<file path="src/design/lcrs_pkg.sv">
// ----------------------------------------------------------------------------
// lcrs_pkg
// Shared types and constants for the Life row stepper: row and result
// widths, rule counts, and the record that moves one result row down the
// pipeline.
// ----------------------------------------------------------------------------
package lcrs_pkg;

   localparam int ROW_BITS        = 64;
   localparam int ROW_NUM_BITS    = 6;
   localparam int POP_BITS        = 13;
   localparam int NBR_BITS        = 4;
   localparam int CHUNK_BITS      = 8;
   localparam int NUM_CHUNKS      = ROW_BITS / CHUNK_BITS;
   localparam int CHUNK_CNT_BITS  = $clog2(CHUNK_BITS + 1);
   localparam int ROW_CNT_BITS    = $clog2(ROW_BITS + 1);

   localparam int DEF_GRID_WIDTH  = 64;
   localparam int DEF_GRID_HEIGHT = 64;

   localparam logic [NBR_BITS-1:0] BIRTH_COUNT   = NBR_BITS'(3);
   localparam logic [NBR_BITS-1:0] SURVIVE_COUNT = NBR_BITS'(2);
   localparam logic [POP_BITS-1:0] POP_MAX       = {POP_BITS{1'b1}};

   typedef struct packed {
      logic [ROW_BITS-1:0]     cells;
      logic [ROW_NUM_BITS-1:0] row;
      logic                    last;
   } item_type;

endpackage

</file>
<file path="src/design/life_generation_row_stepper_top.sv">
// ----------------------------------------------------------------------------
// life_generation_row_stepper_top
// One Conway Life (B3/S23) generation, streamed one row per transaction.
// ----------------------------------------------------------------------------
// Rows of the current generation enter top to bottom, one per cycle while
// req_ready is high. Each row after the first returns the next generation
// of the row above it; the bottom row returns two results (its upper
// neighbor, then itself, flagged last) and so holds off further input
// while the second result is made, because both results go through the
// single bank of GRID_WIDTH cell lanes. Cells outside the grid are dead,
// columns at GRID_WIDTH and above are ignored and returned as zero.
// Results pass the lane-result, chunk-count and output registers;
// population_so_far counts the new generation and saturates at 8191.
// ----------------------------------------------------------------------------
module life_generation_row_stepper_top #(
   parameter int GRID_WIDTH  = lcrs_pkg::DEF_GRID_WIDTH,
   parameter int GRID_HEIGHT = lcrs_pkg::DEF_GRID_HEIGHT
) (
   input  logic                              clock,
   input  logic                              reset,
   input  logic                              req_valid,
   output logic                              req_ready,
   input  logic [lcrs_pkg::ROW_BITS-1:0]     req_row_cells,
   output logic                              rsp_valid,
   input  logic                              rsp_ready,
   output logic [lcrs_pkg::ROW_BITS-1:0]     rsp_next_row_cells,
   output logic [lcrs_pkg::ROW_NUM_BITS-1:0] rsp_row_number,
   output logic [lcrs_pkg::POP_BITS-1:0]     rsp_population_so_far,
   output logic                              rsp_last_of_generation
);
   import lcrs_pkg::*;

   localparam int RW = $clog2(GRID_HEIGHT);
   localparam logic [RW-1:0] LAST_ROW = RW'(GRID_HEIGHT - 1);

   logic [GRID_WIDTH-1:0] row_above_ff, row_above_in;
   logic [GRID_WIDTH-1:0] row_middle_ff, row_middle_in;
   logic [RW-1:0]         rows_ff, rows_in;
   logic                  pass_ff, pass_in;

   logic                  s1_valid_ff, s1_valid_in;
   item_type              s1_item_ff, s1_item_in;

   logic                  merge_ready;
   logic                  s1_free;
   logic                  req_fire;
   logic                  gen_fire;

   logic [GRID_WIDTH-1:0] cur_row;
   logic [GRID_WIDTH-1:0] down_row;
   logic [GRID_WIDTH+1:0] up_pad, mid_pad, down_pad;
   logic [ROW_BITS-1:0]   next_cells;
   logic [RW-1:0]         row_idx;
   logic [RW+ROW_NUM_BITS-1:0] row_idx_ext;

   assign s1_free   = !s1_valid_ff || merge_ready;
   assign req_ready = !pass_ff && s1_free;
   assign req_fire  = req_valid && req_ready;
   // second pass of the bottom row runs from stored rows alone
   assign gen_fire  = (req_fire && (rows_ff != '0)) || (pass_ff && s1_free);

   assign cur_row  = req_row_cells[GRID_WIDTH-1:0];
   assign down_row = pass_ff ? '0 : cur_row;
   assign up_pad   = {1'b0, row_above_ff, 1'b0};
   assign mid_pad  = {1'b0, row_middle_ff, 1'b0};
   assign down_pad = {1'b0, down_row, 1'b0};

   for (genvar x = 0; x < ROW_BITS; x++) begin : g_lane
      if (x < GRID_WIDTH) begin : g_cell
         lcrs_cell_lane u_lane (
            .up         (up_pad[x+2:x]),
            .mid        (mid_pad[x+2:x]),
            .down       (down_pad[x+2:x]),
            .alive_next (next_cells[x])
         );
      end else begin : g_pad
         assign next_cells[x] = 1'b0;
      end
   end

   assign row_idx     = pass_ff ? rows_ff : rows_ff - RW'(1);
   assign row_idx_ext = {{ROW_NUM_BITS{1'b0}}, row_idx};

   always_comb begin
      s1_item_in.cells = next_cells;
      s1_item_in.row   = row_idx_ext[ROW_NUM_BITS-1:0];
      s1_item_in.last  = pass_ff;
      s1_valid_in      = gen_fire || (s1_valid_ff && !merge_ready);
   end

   always_comb begin
      row_above_in  = row_above_ff;
      row_middle_in = row_middle_ff;
      rows_in       = rows_ff;
      pass_in       = pass_ff;
      if (pass_ff) begin
         if (s1_free) begin
            row_above_in  = '0;
            row_middle_in = '0;
            rows_in       = '0;
            pass_in       = 1'b0;
         end
      end else if (req_fire) begin
         row_above_in  = row_middle_ff;
         row_middle_in = cur_row;
         if (rows_ff == LAST_ROW) begin
            pass_in = 1'b1;
         end else begin
            rows_in = rows_ff + RW'(1);
         end
      end
   end

   always_ff @(posedge clock) begin
      if (reset) begin
         row_above_ff  <= '0;
         row_middle_ff <= '0;
         rows_ff       <= '0;
         pass_ff       <= 1'b0;
         s1_valid_ff   <= 1'b0;
      end else begin
         row_above_ff  <= row_above_in;
         row_middle_ff <= row_middle_in;
         rows_ff       <= rows_in;
         pass_ff       <= pass_in;
         s1_valid_ff   <= s1_valid_in;
      end
   end

   always_ff @(posedge clock) begin
      if (gen_fire) begin
         s1_item_ff <= s1_item_in;
      end
   end

   lcrs_pop_merge u_merge (
      .clock                  (clock),
      .reset                  (reset),
      .in_valid               (s1_valid_ff),
      .in_ready               (merge_ready),
      .in_item                (s1_item_ff),
      .rsp_valid              (rsp_valid),
      .rsp_ready              (rsp_ready),
      .rsp_next_row_cells     (rsp_next_row_cells),
      .rsp_row_number         (rsp_row_number),
      .rsp_population_so_far  (rsp_population_so_far),
      .rsp_last_of_generation (rsp_last_of_generation)
   );

endmodule

</file>
<file path="src/design/lcrs_cell_lane.sv">
// ----------------------------------------------------------------------------
// lcrs_cell_lane
// B3/S23 rule for one cell, from its 3x3 neighborhood (bit 1 is the
// center column of each row).
// ----------------------------------------------------------------------------
module lcrs_cell_lane (
   input  logic [2:0] up,
   input  logic [2:0] mid,
   input  logic [2:0] down,
   output logic       alive_next
);
   import lcrs_pkg::*;

   logic [NBR_BITS-1:0] nbr_count;

   assign nbr_count = NBR_BITS'(up[0]) + NBR_BITS'(up[1]) + NBR_BITS'(up[2])
                    + NBR_BITS'(mid[0]) + NBR_BITS'(mid[2])
                    + NBR_BITS'(down[0]) + NBR_BITS'(down[1]) + NBR_BITS'(down[2]);

   assign alive_next = (nbr_count == BIRTH_COUNT) ||
                       (mid[1] && (nbr_count == SURVIVE_COUNT));

endmodule

</file>
<file path="src/design/lcrs_pop_merge.sv">
// ----------------------------------------------------------------------------
// lcrs_pop_merge
// Merges the lane results: per-chunk popcounts in one stage, then the chunk
// sum, saturating running population and the output register.
// ----------------------------------------------------------------------------
module lcrs_pop_merge (
   input  logic                                clock,
   input  logic                                reset,
   input  logic                                in_valid,
   output logic                                in_ready,
   input  lcrs_pkg::item_type                  in_item,
   output logic                                rsp_valid,
   input  logic                                rsp_ready,
   output logic [lcrs_pkg::ROW_BITS-1:0]       rsp_next_row_cells,
   output logic [lcrs_pkg::ROW_NUM_BITS-1:0]   rsp_row_number,
   output logic [lcrs_pkg::POP_BITS-1:0]       rsp_population_so_far,
   output logic                                rsp_last_of_generation
);
   import lcrs_pkg::*;

   logic                      s2_valid_ff, s2_valid_in;
   item_type                  s2_item_ff;
   logic [CHUNK_CNT_BITS-1:0] s2_cnt_ff [NUM_CHUNKS];
   logic [CHUNK_CNT_BITS-1:0] s2_cnt_in [NUM_CHUNKS];

   logic                      out_valid_ff, out_valid_in;
   item_type                  out_item_ff;
   logic [POP_BITS-1:0]       out_pop_ff;
   logic [POP_BITS-1:0]       live_total_ff, live_total_in;

   logic                      out_free;
   logic                      s2_fire;
   logic [ROW_CNT_BITS-1:0]   row_count;
   logic [POP_BITS:0]         pop_sum;
   logic [POP_BITS-1:0]       pop_sat;

   assign out_free = !out_valid_ff || rsp_ready;
   assign s2_fire  = s2_valid_ff && out_free;
   assign in_ready = !s2_valid_ff || out_free;

   always_comb begin
      for (int c = 0; c < NUM_CHUNKS; c++) begin
         s2_cnt_in[c] = '0;
         for (int b = 0; b < CHUNK_BITS; b++) begin
            s2_cnt_in[c] = s2_cnt_in[c]
                         + CHUNK_CNT_BITS'(in_item.cells[c*CHUNK_BITS + b]);
         end
      end
   end

   always_comb begin
      row_count = '0;
      for (int c = 0; c < NUM_CHUNKS; c++) begin
         row_count = row_count + ROW_CNT_BITS'(s2_cnt_ff[c]);
      end
      pop_sum = {1'b0, live_total_ff} + (POP_BITS+1)'(row_count);
      pop_sat = pop_sum[POP_BITS] ? POP_MAX : pop_sum[POP_BITS-1:0];
   end

   always_comb begin
      s2_valid_in   = (in_valid && in_ready) || (s2_valid_ff && !out_free);
      out_valid_in  = s2_fire || (out_valid_ff && !rsp_ready);
      live_total_in = live_total_ff;
      if (s2_fire) begin
         // population restarts once the bottom row has gone by
         live_total_in = s2_item_ff.last ? '0 : pop_sat;
      end
   end

   always_ff @(posedge clock) begin
      if (reset) begin
         s2_valid_ff   <= 1'b0;
         out_valid_ff  <= 1'b0;
         live_total_ff <= '0;
      end else begin
         s2_valid_ff   <= s2_valid_in;
         out_valid_ff  <= out_valid_in;
         live_total_ff <= live_total_in;
      end
   end

   always_ff @(posedge clock) begin
      if (in_valid && in_ready) begin
         s2_item_ff <= in_item;
         s2_cnt_ff  <= s2_cnt_in;
      end
      if (s2_fire) begin
         out_item_ff <= s2_item_ff;
         out_pop_ff  <= pop_sat;
      end
   end

   assign rsp_valid              = out_valid_ff;
   assign rsp_next_row_cells     = out_item_ff.cells;
   assign rsp_row_number         = out_item_ff.row;
   assign rsp_population_so_far  = out_pop_ff;
   assign rsp_last_of_generation = out_item_ff.last;

endmodule
</file>
<file path="config.mk">
export PLATFORM = sky130hd
export DESIGN_NAME = life_generation_row_stepper_top
export DESIGN_NICKNAME = d
export VERILOG_FILES = /design/src/design/lcrs_pkg.sv /design/src/design/life_generation_row_stepper_top.sv /design/src/design/lcrs_cell_lane.sv /design/src/design/lcrs_pop_merge.sv
export SDC_FILE = /design/constraint.sdc
export NUM_CORES = 1
export LEC_CHECK = 0
export BUFFER_PORTS_ARGS = -buffer_cell sky130_fd_sc_hd__buf_2
export CAP_MARGIN = 30
export CORE_ASPECT_RATIO = 0.75
export CORE_UTILIZATION = 26
export DETAILED_ROUTE_END_ITERATION = 8
export PLACE_DENSITY = 0.45
export SLEW_MARGIN = 20
export SYNTH_ARGS = -nofsm -noshare
export SYNTH_HDL_FRONTEND = slang
export SYNTH_HIERARCHICAL = 1
export SYNTH_SLANG_ARGS = --single-unit
export TNS_END_PERCENT = 10
</file>
<file path="constraint.sdc">
create_clock -name clock -period 14.1 [get_ports clock]
set_input_delay 2.115 -clock clock [delete_from_list [all_inputs] [get_ports clock]]
set_output_delay 2.115 -clock clock [all_outputs]
set_load 0.01 [all_outputs]
</file>
After elaboration in Yosys (flattened, before gate mapping)
Cells that the tools add are included.
{ "totals": {"register_bits": 409, "latch_bits": 0, "mem_bits_rw": 0, "romBits": 0, "input_bits": 68, "out_inout_bits": 86, "elab_cells": 836, "mem_count": 0} }
{ "classes": {"add_sub_neg": 507, "n_mul": 0, "div_mod_pow": 0, "magnitude_cmp": 0, "n_eq_ne": 131, "n_shift": 0, "n_mux": 17, "n_bitwise": 0, "reduce_logical": 155} }
{ "op_table": {"columns": ["op", "count"], "rows": [
  ["adder 4 x 1 -> 4 bit", 425],
  ["== test 4 x 2 -> 1 bit, second input constant", 128],
  ["2-to-1 mux 64 bit", 6],
  ["adder 1 x 1 -> 2 bit", 71],
  ["logical AND 1 bit", 73],
  ["logical OR 1 bit", 71],
  ["adder 7 x 4 -> 7 bit", 6],
  ["2-to-1 mux 6 bit", 5],
  ["2-to-1 mux 13 bit", 2],
  ["adder 13 x 7 -> 14 bit", 1],
  ["logical NOT 1 bit", 7],
  ["adder 6 x 1 -> 6 bit, second input constant", 1],
  ["== test 6 bit, second input constant", 1],
  ["nonzero test 6 bit", 1],
  ["subtractor 6 x 1 -> 6 bit, second input constant", 1],
  ["adder 4 x 4 -> 5 bit", 1],
  ["2-to-1 mux 1 bit", 4],
  ["adder 2 x 1 -> 3 bit", 1],
  ["AND reduction 3 bit", 1],
  ["!= test 2 x 1 -> 1 bit, second input constant", 1],
  ["!= test 2 bit, second input constant", 1],
  ["AND reduction 2 bit", 1],
  ["nonzero test 2 bit", 1]
]} }

Logic depth before layout (Yosys ltp)
Gate-level depths: netlist of run 1.
{ "logic_depth": {"depth_word": 10, "depth_mapped": 16, "mapped_depth_nobuf": 16} }

Modules after synthesis
The synthesis of run 1 kept the hierarchy.
{ "by_module_without_submodules": {"columns": ["module", "instances", "cells_each", "area_each_um2", "seq_area_each_um2"], "rows": [
  ["lcrs_pop_merge", 1, 537, 8784.7, 5915.7],
  ["lcrs_cell_lane at g_lane[0].g_cell.u_lane ...", 38, 23, 200.2, 0.0],
  ["life_generation_row_stepper_top", 1, 640, 7542.2, 4854.7],
  ["lcrs_cell_lane at g_lane[32].g_cell.u_lane ...", 26, 23, 185.2, 0.0]
]} }

Worst setup path before layout of run 1
No wires, ideal clock.
{ "synth_timing": {"kind": "input to register", "startpoint": "input port rsp_ready", "endpoint": "register s1_item_ff[0] (netlist bit), enable pin", "setup_time_ns": 0.500, "arrival_ns": 5.434, "required_time_ns": 13.600, "setup_slack_ns": 8.166, "cell_stages": 4, "path_buffers": 0, "path_cell_list": "nor2b_1 > nand2_1 > and2b_4 > nor2_1"} }
{ "synth_via": {"elab_chain_len": 7, "word_cells_on_any_way": 8, "classes_between": "reduce/logical (8)"} }
{ "synth_lines": {"columns": ["item", "line_no", "text"], "rows": [
  ["from (decl)", "life_generation_row_stepper_top.sv:25", "input logic rsp_ready,"],
  ["logical OR 1 bit *", "lcrs_pop_merge.sv:37", "assign out_free = !out_valid_ff || rsp_ready;"],
  ["logical OR 1 bit *", "lcrs_pop_merge.sv:39", "assign in_ready = !s2_valid_ff || out_free;"],
  ["net merge_ready", "life_generation_row_stepper_top.sv:44", "logic merge_ready;"],
  ["logical OR 1 bit *", "life_generation_row_stepper_top.sv:56", "assign s1_free = !s1_valid_ff || merge_ready;"],
  ["logical AND 1 bit", "life_generation_row_stepper_top.sv:57", "assign req_ready = !pass_ff && s1_free;"],
  ["logical AND 1 bit", "life_generation_row_stepper_top.sv:58", "assign req_fire = req_valid && req_ready;"],
  ["logical AND 1 bit", "life_generation_row_stepper_top.sv:60", "assign gen_fire = (req_fire && (rows_ff != '0)) || (pass_ff && s1_free);"],
  ["logical OR 1 bit *", "life_generation_row_stepper_top.sv:60", null],
  ["net gen_fire", "life_generation_row_stepper_top.sv:47", "logic gen_fire;"],
  ["to (signal assigned)", "life_generation_row_stepper_top.sv:132", "s1_item_ff <= s1_item_in;"],
  ["to (decl)", "life_generation_row_stepper_top.sv:42", "item_type s1_item_ff, s1_item_in;"]
]} }
The timed path passes the listed nets; every way through them passes the cells marked *.
A chain may end at the register's enable or synchronous reset.

Final worst setup path of run 1
{ "layout_timing": {"startpoint": "input port rsp_ready", "endpoint": "output port req_ready"} }
{ "layout_via": {"elab_chain_len": 4} }
{ "layout_lines": {"columns": ["item", "line_no", "text"], "rows": [
  ["logical OR 1 bit", "lcrs_pop_merge.sv:37", null],
  ["logical OR 1 bit", "lcrs_pop_merge.sv:39", null],
  ["net merge_ready", "life_generation_row_stepper_top.sv:44", null],
  ["logical OR 1 bit", "life_generation_row_stepper_top.sv:56", null],
  ["logical AND 1 bit", "life_generation_row_stepper_top.sv:57", null],
  ["to (decl)", "life_generation_row_stepper_top.sv:22", "output logic req_ready,"]
]} }
The timed path passes the listed nets, and every way through them passes these cells.

==> impl_metrics.toml, run 1 <==
[floorplanning]
initial_core_util = 0.263
fp.coreArea_um2 = 109000
die_w_um = 386
dieHeight_um = 290
dieArea_um2 = 112000
fp-row-count = 105
pin_count = 154

[final_layout]
seqCellArea_um2 = 10800
drive_gt1_frac = 0.115
finish.instance_area_um2 = 33100
n_fill_cell = 11300
area_delta_synth_final_pct = 15.0
multi_input_area_um2 = 14600
final_net_count = 3437

[yosys]
synth.area.top_cells = "edfxtp_1 (27%), fa_1 (22%), inv_1 (11%)"
synth_edf_count = 258
synth_seq_cells = 409
yosysTopAreaCell = "edfxtp_1"
synthTopCellsByCount = "inv_1 (824), fa_1 (315), edfxtp_1 (258), ha_1 (233), dfxtp_1 (151)"
synth_area_per_cell_um2 = 10.9
netlist_instances = 2649
synth_top_flop_cell = "edfxtp_1"
synth_most_common_cell = "inv_1"
synthesis.area_um2 = 28700
synth-seq-area-share = 0.375
synthDistinctLibCells = 63
yosysWarnings = 6
synth_top_area_share = 0.269
synthArstFlopShare = 0

[detailed_routing]
post_drt_via_cell_ratio = 4.08
wire_per_inst_um = 15.8
first_pass_iters = 6
vias = 17600
drt-initial-drc-count = 861
antenna_left = 0
routed_wl_um = 68000
post-route-drc-count = 0

[worst_setup_path]
crit_chain = "buf_2, nor2b_1, nand2_1, and2b_4, nor2_1, buf_2"
path_buf_inv = 2
crit_type = "in2out"
crit_fanout = 5
cp_slowest_cell = "and2b_4"
required_ns = 11.98
cp_top_family = "simple AND/OR/NAND/NOR gates"
arrival_ns = 3.18
max_stage_delay_ns = 0.35
start_kind = "input pin"
critPathMostFrequentCell = "buf_2"
endpoint_kind = "primary output"

[timing]
period_share = 0.376
fin_ws_ns = 8.80
tightest_slew_ns = 0.988
rsz0062_at_grt = "false"
period_minus_slack_ns = 5.30
setup_violations = 0
hold_violations = 0
slew_headroom = 0.341
clock_skew_ns = 0.0373
fin_setup_tns_ns = 0
max_freq_mhz = 189
drv_slew = 0
fin_hold_ws_ns = 0.413

[placed_design]
dpl.hpwl_um = 49700
placedInstanceArea_um2 = 31100
port_buffers = 153
place_ws_ns = 8.82
place_congestion = 0.776

[global_routing]
use_met1 = 0.190
grt-ovfl-total = 0
busiest_layer = "met1"
grtUsageMet3 = 0.0181
grt_max_degree = 74
grt_pass1_vias = 18500
use_met2 = 0.186
track_usage = 0.126
grt_pass1_wl_um = 109000
antenna_found_initial = 5

[worst_hold_path]
min_path_type = "reg2reg"

[clock_network]
path_clk_slew_ns = 0.06
h-tree-depth = 2
cts_tree = "yes"
cts_made_buffers = 54
clock_sinks = 409
clock_latency_ns = 0.64
post_cts_buffers = 0
holdBufCountCts = 0
post_cts_resized = 0
clk_path_buf_depth = 3
root_buffer = "clkbuf_16"

[power]
total_power_w = 0.00407
p_per_area_nw_per_um2 = 123
irDropWorstVdd_mv = 0.116
p_leak_nw = 15.4

[outcome]
status = "finished clean"

[job]
drv_cap = 0
==> metrics by stage <==
step                      instances  utilization
after global routing           4313        0.302
after floorplan                2654            -
final                          4317        0.302
after detailed placement       4206        0.284
after CTS                      4308        0.301
after global placement         4205        0.284
==> final cells by class <==
type,instances,share of cell area
inverter,824,0.0936
tap,1444,0.0546
multi-input combinational,1364,0.440
clock inverter,39,0.0136
timing repair buffer,168,0.0288
clock buffer,63,0.0428
sequential,409,0.326
antenna,6,0.000454
==> routing by layer <==
metal	share of wire	vias up
met3	0.030	80
met4	0.020	0
li1	-	8700
met1	0.53	8641
met2	0.42	176
met5	0	-
==> worst paths after layout <==
kind,startpoint,to,slack (ns),depth (start not counted)
hold reg to reg,u_merge/s2_item_ff[33],u_merge/rsp_next_row_cells[26],0.41,0
setup reg to reg,u_merge/s2_cnt_ff[19],u_merge/rsp_population_so_far[11],9.57,14
hold / removal,u_merge/s2_item_ff[33],u_merge/rsp_next_row_cells[26],0.41,0
setup / recovery,rsp_ready,req_ready,8.80,6
==> logic make-up after synthesis <==
kind of cell / Yosys count / synth area share
and+or+nand+nor: 404 / 0.0766
adders and majority gates: 548 / 0.321
DFF: 409 / 0.375
other: 1 / 0.000130
muxes: 6 / 0.00226
AOI/OAI and AO/OA: 385 / 0.101
xor gates and xnor gates: 15 / 0.00457
buffers and inverters: 881 / 0.121
==> placed cells by master, fill, tap and decap left out, types with 55 or more instances in the layout <==
cell type  instances
inv_1            824
dfxtp_1          150
a22oi_1          119
edfxtp_1         258
a21oi_1           74
o21ai_0           74
ha_1             233
buf_2            152
fa_1             315
clkbuf_16         55
nor2_1           144
==> state kept, by name (all words and copies together) (netlist names), 6 cells and up <==
signal,flops
u_merge/rsp_next_row_cells,64
u_merge/s2_item_ff,71
u_merge/s2_cnt_ff,32
row_above_ff,64
s1_item_ff,71
row_middle_ff,64
u_merge/live_total_ff,13
u_merge/rsp_row_number,6
rows_ff,6
u_merge/rsp_population_so_far,13
==> power breakdown <==
group	internal [W]	total, W	switching (W)
Combinational	0.000469	0.00116	0.000695
Sequential	0.00140	0.00146	0.0000545
Clock	0.000855	0.00145	0.000596
Total	0.00273	0.00407	0.00135
No activity file was read; power rests on OpenSTA's default activity.
==> inputs of run 2 (changes only) <==
--- a/config.mk
+++ b/config.mk
@@ -10,7 +10,7 @@
 export CORE_ASPECT_RATIO = 0.75
 export CORE_UTILIZATION = 26
 export DETAILED_ROUTE_END_ITERATION = 8
-export PLACE_DENSITY = 0.45
+export PLACE_DENSITY = 0.46
 export SLEW_MARGIN = 20
 export SYNTH_ARGS = -nofsm -noshare
 export SYNTH_HDL_FRONTEND = slang
==> constraint.sdc (replaced) <==
create_clock -name clock -period 4.6 [get_ports clock]
set_input_delay 0.69 -clock clock [delete_from_list [all_inputs] [get_ports clock]]
set_output_delay 0.69 -clock clock [all_outputs]
set_load 0.01 [all_outputs]
==> impl_metrics.toml, run 2 (synthesized netlist as in run 1, its figures left out) <==
[timing]
rsz0062_at_grt = "true"
setup_violations = 0
hold_violations = 0
drv_slew = 0
period_share = 0.966
tightest_slew_ns = 0.918
fin_setup_tns_ns = 0
slew_headroom = 0.388
clock_skew_ns = 0.0156
max_freq_mhz = 225
period_minus_slack_ns = 4.44
fin_ws_ns = 0.158

[final_layout]
final_net_count = 3435
final_cell_mix = "inv_1 (824), fa_1 (315), edfxtp_1 (258)"
drive_gt1_frac = 0.114
top_regs = "s1_item_ff (71), u_merge/s2_item_ff (71)"
final_util = 0.301
area_delta_synth_final_pct = 14.6
layoutNonFillerInstCount = 4307
n_fill_cell = 11200
final_common_cell = "inv_1"

[clock_network]
clock_latency_ns = 0.62
h-tree-depth = 2
holdBufCountCts = 0
post_cts_resized = 0
path_clk_slew_ns = 0.06
clock_sinks = 409
root_buffer = "clkbuf_16"
clk_path_buf_depth = 3
post_cts_buffers = 0
cts_tree = "yes"
cts_made_buffers = 51

[floorplanning]
dieArea_um2 = 112000
initial_core_util = 0.263
dieHeight_um = 290
die_w_um = 386
fp.coreArea_um2 = 109000
pin_count = 154
fp-row-count = 105

[worst_setup_path]
max_stage_delay_ns = 0.54
path_buf_inv = 5
cp_slowest_cell = "fa_1"
crit_cells = 16
r2r_cells = 16
crit_fanout = 4
crit_chain = "inv_1, fa_1, inv_1, fa_1, fa_1, inv_1, fa_1, inv_1, ha_1, inv_1, fa_1, nor2b_1, o31a_2, o31ai_2, o21bai_1, a21boi_0"
cp_top_family = "adder cells"
arrival_ns = 4.77
reg2reg_to = "u_merge/rsp_population_so_far[12]"
start_kind = "flip-flop"
reg2reg_slack_ns = 0.16
required_ns = 4.93
timing.rr.start = "u_merge/s2_cnt_ff[2]"
endpoint_kind = "flip-flop"
crit_type = "reg2reg"

[worst_hold_path]
min_from = "req_row_cells[63]"
holdPathStages = 3
min_path_type = "in2reg"
hold_end = "row_middle_ff[63]"

[global_routing]
grt-ovfl-total = 0
antenna_found_initial = 4
grt_max_degree = 69
track_usage = 0.123
grt_pass1_wl_um = 108000
grt_pass1_vias = 18600

[placed_design]
dpl.hpwl_um = 49000
place_inst = 4209
place_congestion = 0.758
place_ws_ns = 0.179
port_buffers = 153

[detailed_routing]
antenna_left = 0
post_drt_via_cell_ratio = 4.08
routed_wl_um = 66700
drt-initial-drc-count = 812
first_pass_iters = 5
wire_per_inst_um = 15.5
vias = 17600
post-route-drc-count = 0

[job]
drv_cap = 0

[power]
irDropWorstVdd_mv = 0.246
p_per_area_nw_per_um2 = 373
p_leak_nw = 15.4

[outcome]
status = "finished clean"
==> run 2: cell types whose count changed in the layout (fill, tap and decap cells not counted), moves of 3 or more <==
cell | previous run | this run
diode_2 | 6 | 1
clkinv_2 | 16 | 13
clkinvlp_4 | 3 | 6
clkbuf_16 | 55 | 52
buf_12 | 1 | 5
clkinv_4 | 5 | 0
buf_16 | 3 | 0
==> run 2: tightest hold or removal path, stage by stage <==
cell     delay, ns
buf_2         0.09
a22oi_1       0.07
nor2_1        0.07
==> run 2: layer usage <==
layer	share of wire	routed length, µm	vias up	global-route usage
met5	0	0	-	0
met4	0.021	1390	0	0.0301
met3	0.042	2780	77	0.0201
met2	0.42	27800	224	0.181
met1	0.52	34700	8575	0.187
li1	-	-	8699	-
==> run 2: per-stage QoR <==
stage          hold slack (ns)  power, W  instance area [µm²]
2_1_floorplan            0.400   0.00706                28800
3_3_place_gp             0.402   0.00815                31200
3_5_place_dp             0.405   0.00818                31200
4_1_cts                  0.296    0.0126                32900
5_1_grt                  0.334    0.0133                33000
6_report                 0.351    0.0123                33000
==> run 2: how the worst max path moves through the flow <==
stage / from / endpoint / slack [ns]
3_5_place_dp: u_merge/s2_cnt_ff[2] / u_merge/rsp_population_so_far[12] / 0.18
4_1_cts: u_merge/s2_cnt_ff[2] / u_merge/rsp_population_so_far[12] / 0.17
6_report: u_merge/s2_cnt_ff[2] / u_merge/rsp_population_so_far[12] / 0.16
5_1_grt: u_merge/s2_cnt_ff[2] / u_merge/rsp_population_so_far[12] / -0.004
2_1_floorplan: rsp_ready / s1_item_ff[0] / 0.09
3_3_place_gp: u_merge/s2_cnt_ff[3] / u_merge/rsp_population_so_far[11] / 0.23
==> run 2: area by class of cell <==
| type | instances | area, µm² | area share |
|---|---|---|---|
| diodes | 1 | 2.50 | 0.0000759 |
| clock buffers | 62 | 1370 | 0.0415 |
| clock inverters | 34 | 404 | 0.0123 |
| inverters | 824 | 3090 | 0.0939 |
| multi-input cells | 1364 | 14600 | 0.442 |
| flip-flops and latches | 409 | 10800 | 0.327 |
| well taps | 1444 | 1810 | 0.0548 |
| repair buffers | 169 | 951 | 0.0289 |
==> run 2: power by group <==
part	internal [W]	switching (W)	total, W
Sequential	0.00430	0.000164	0.00446
Combinational	0.00146	0.00210	0.00356
Clock	0.00257	0.00172	0.00429
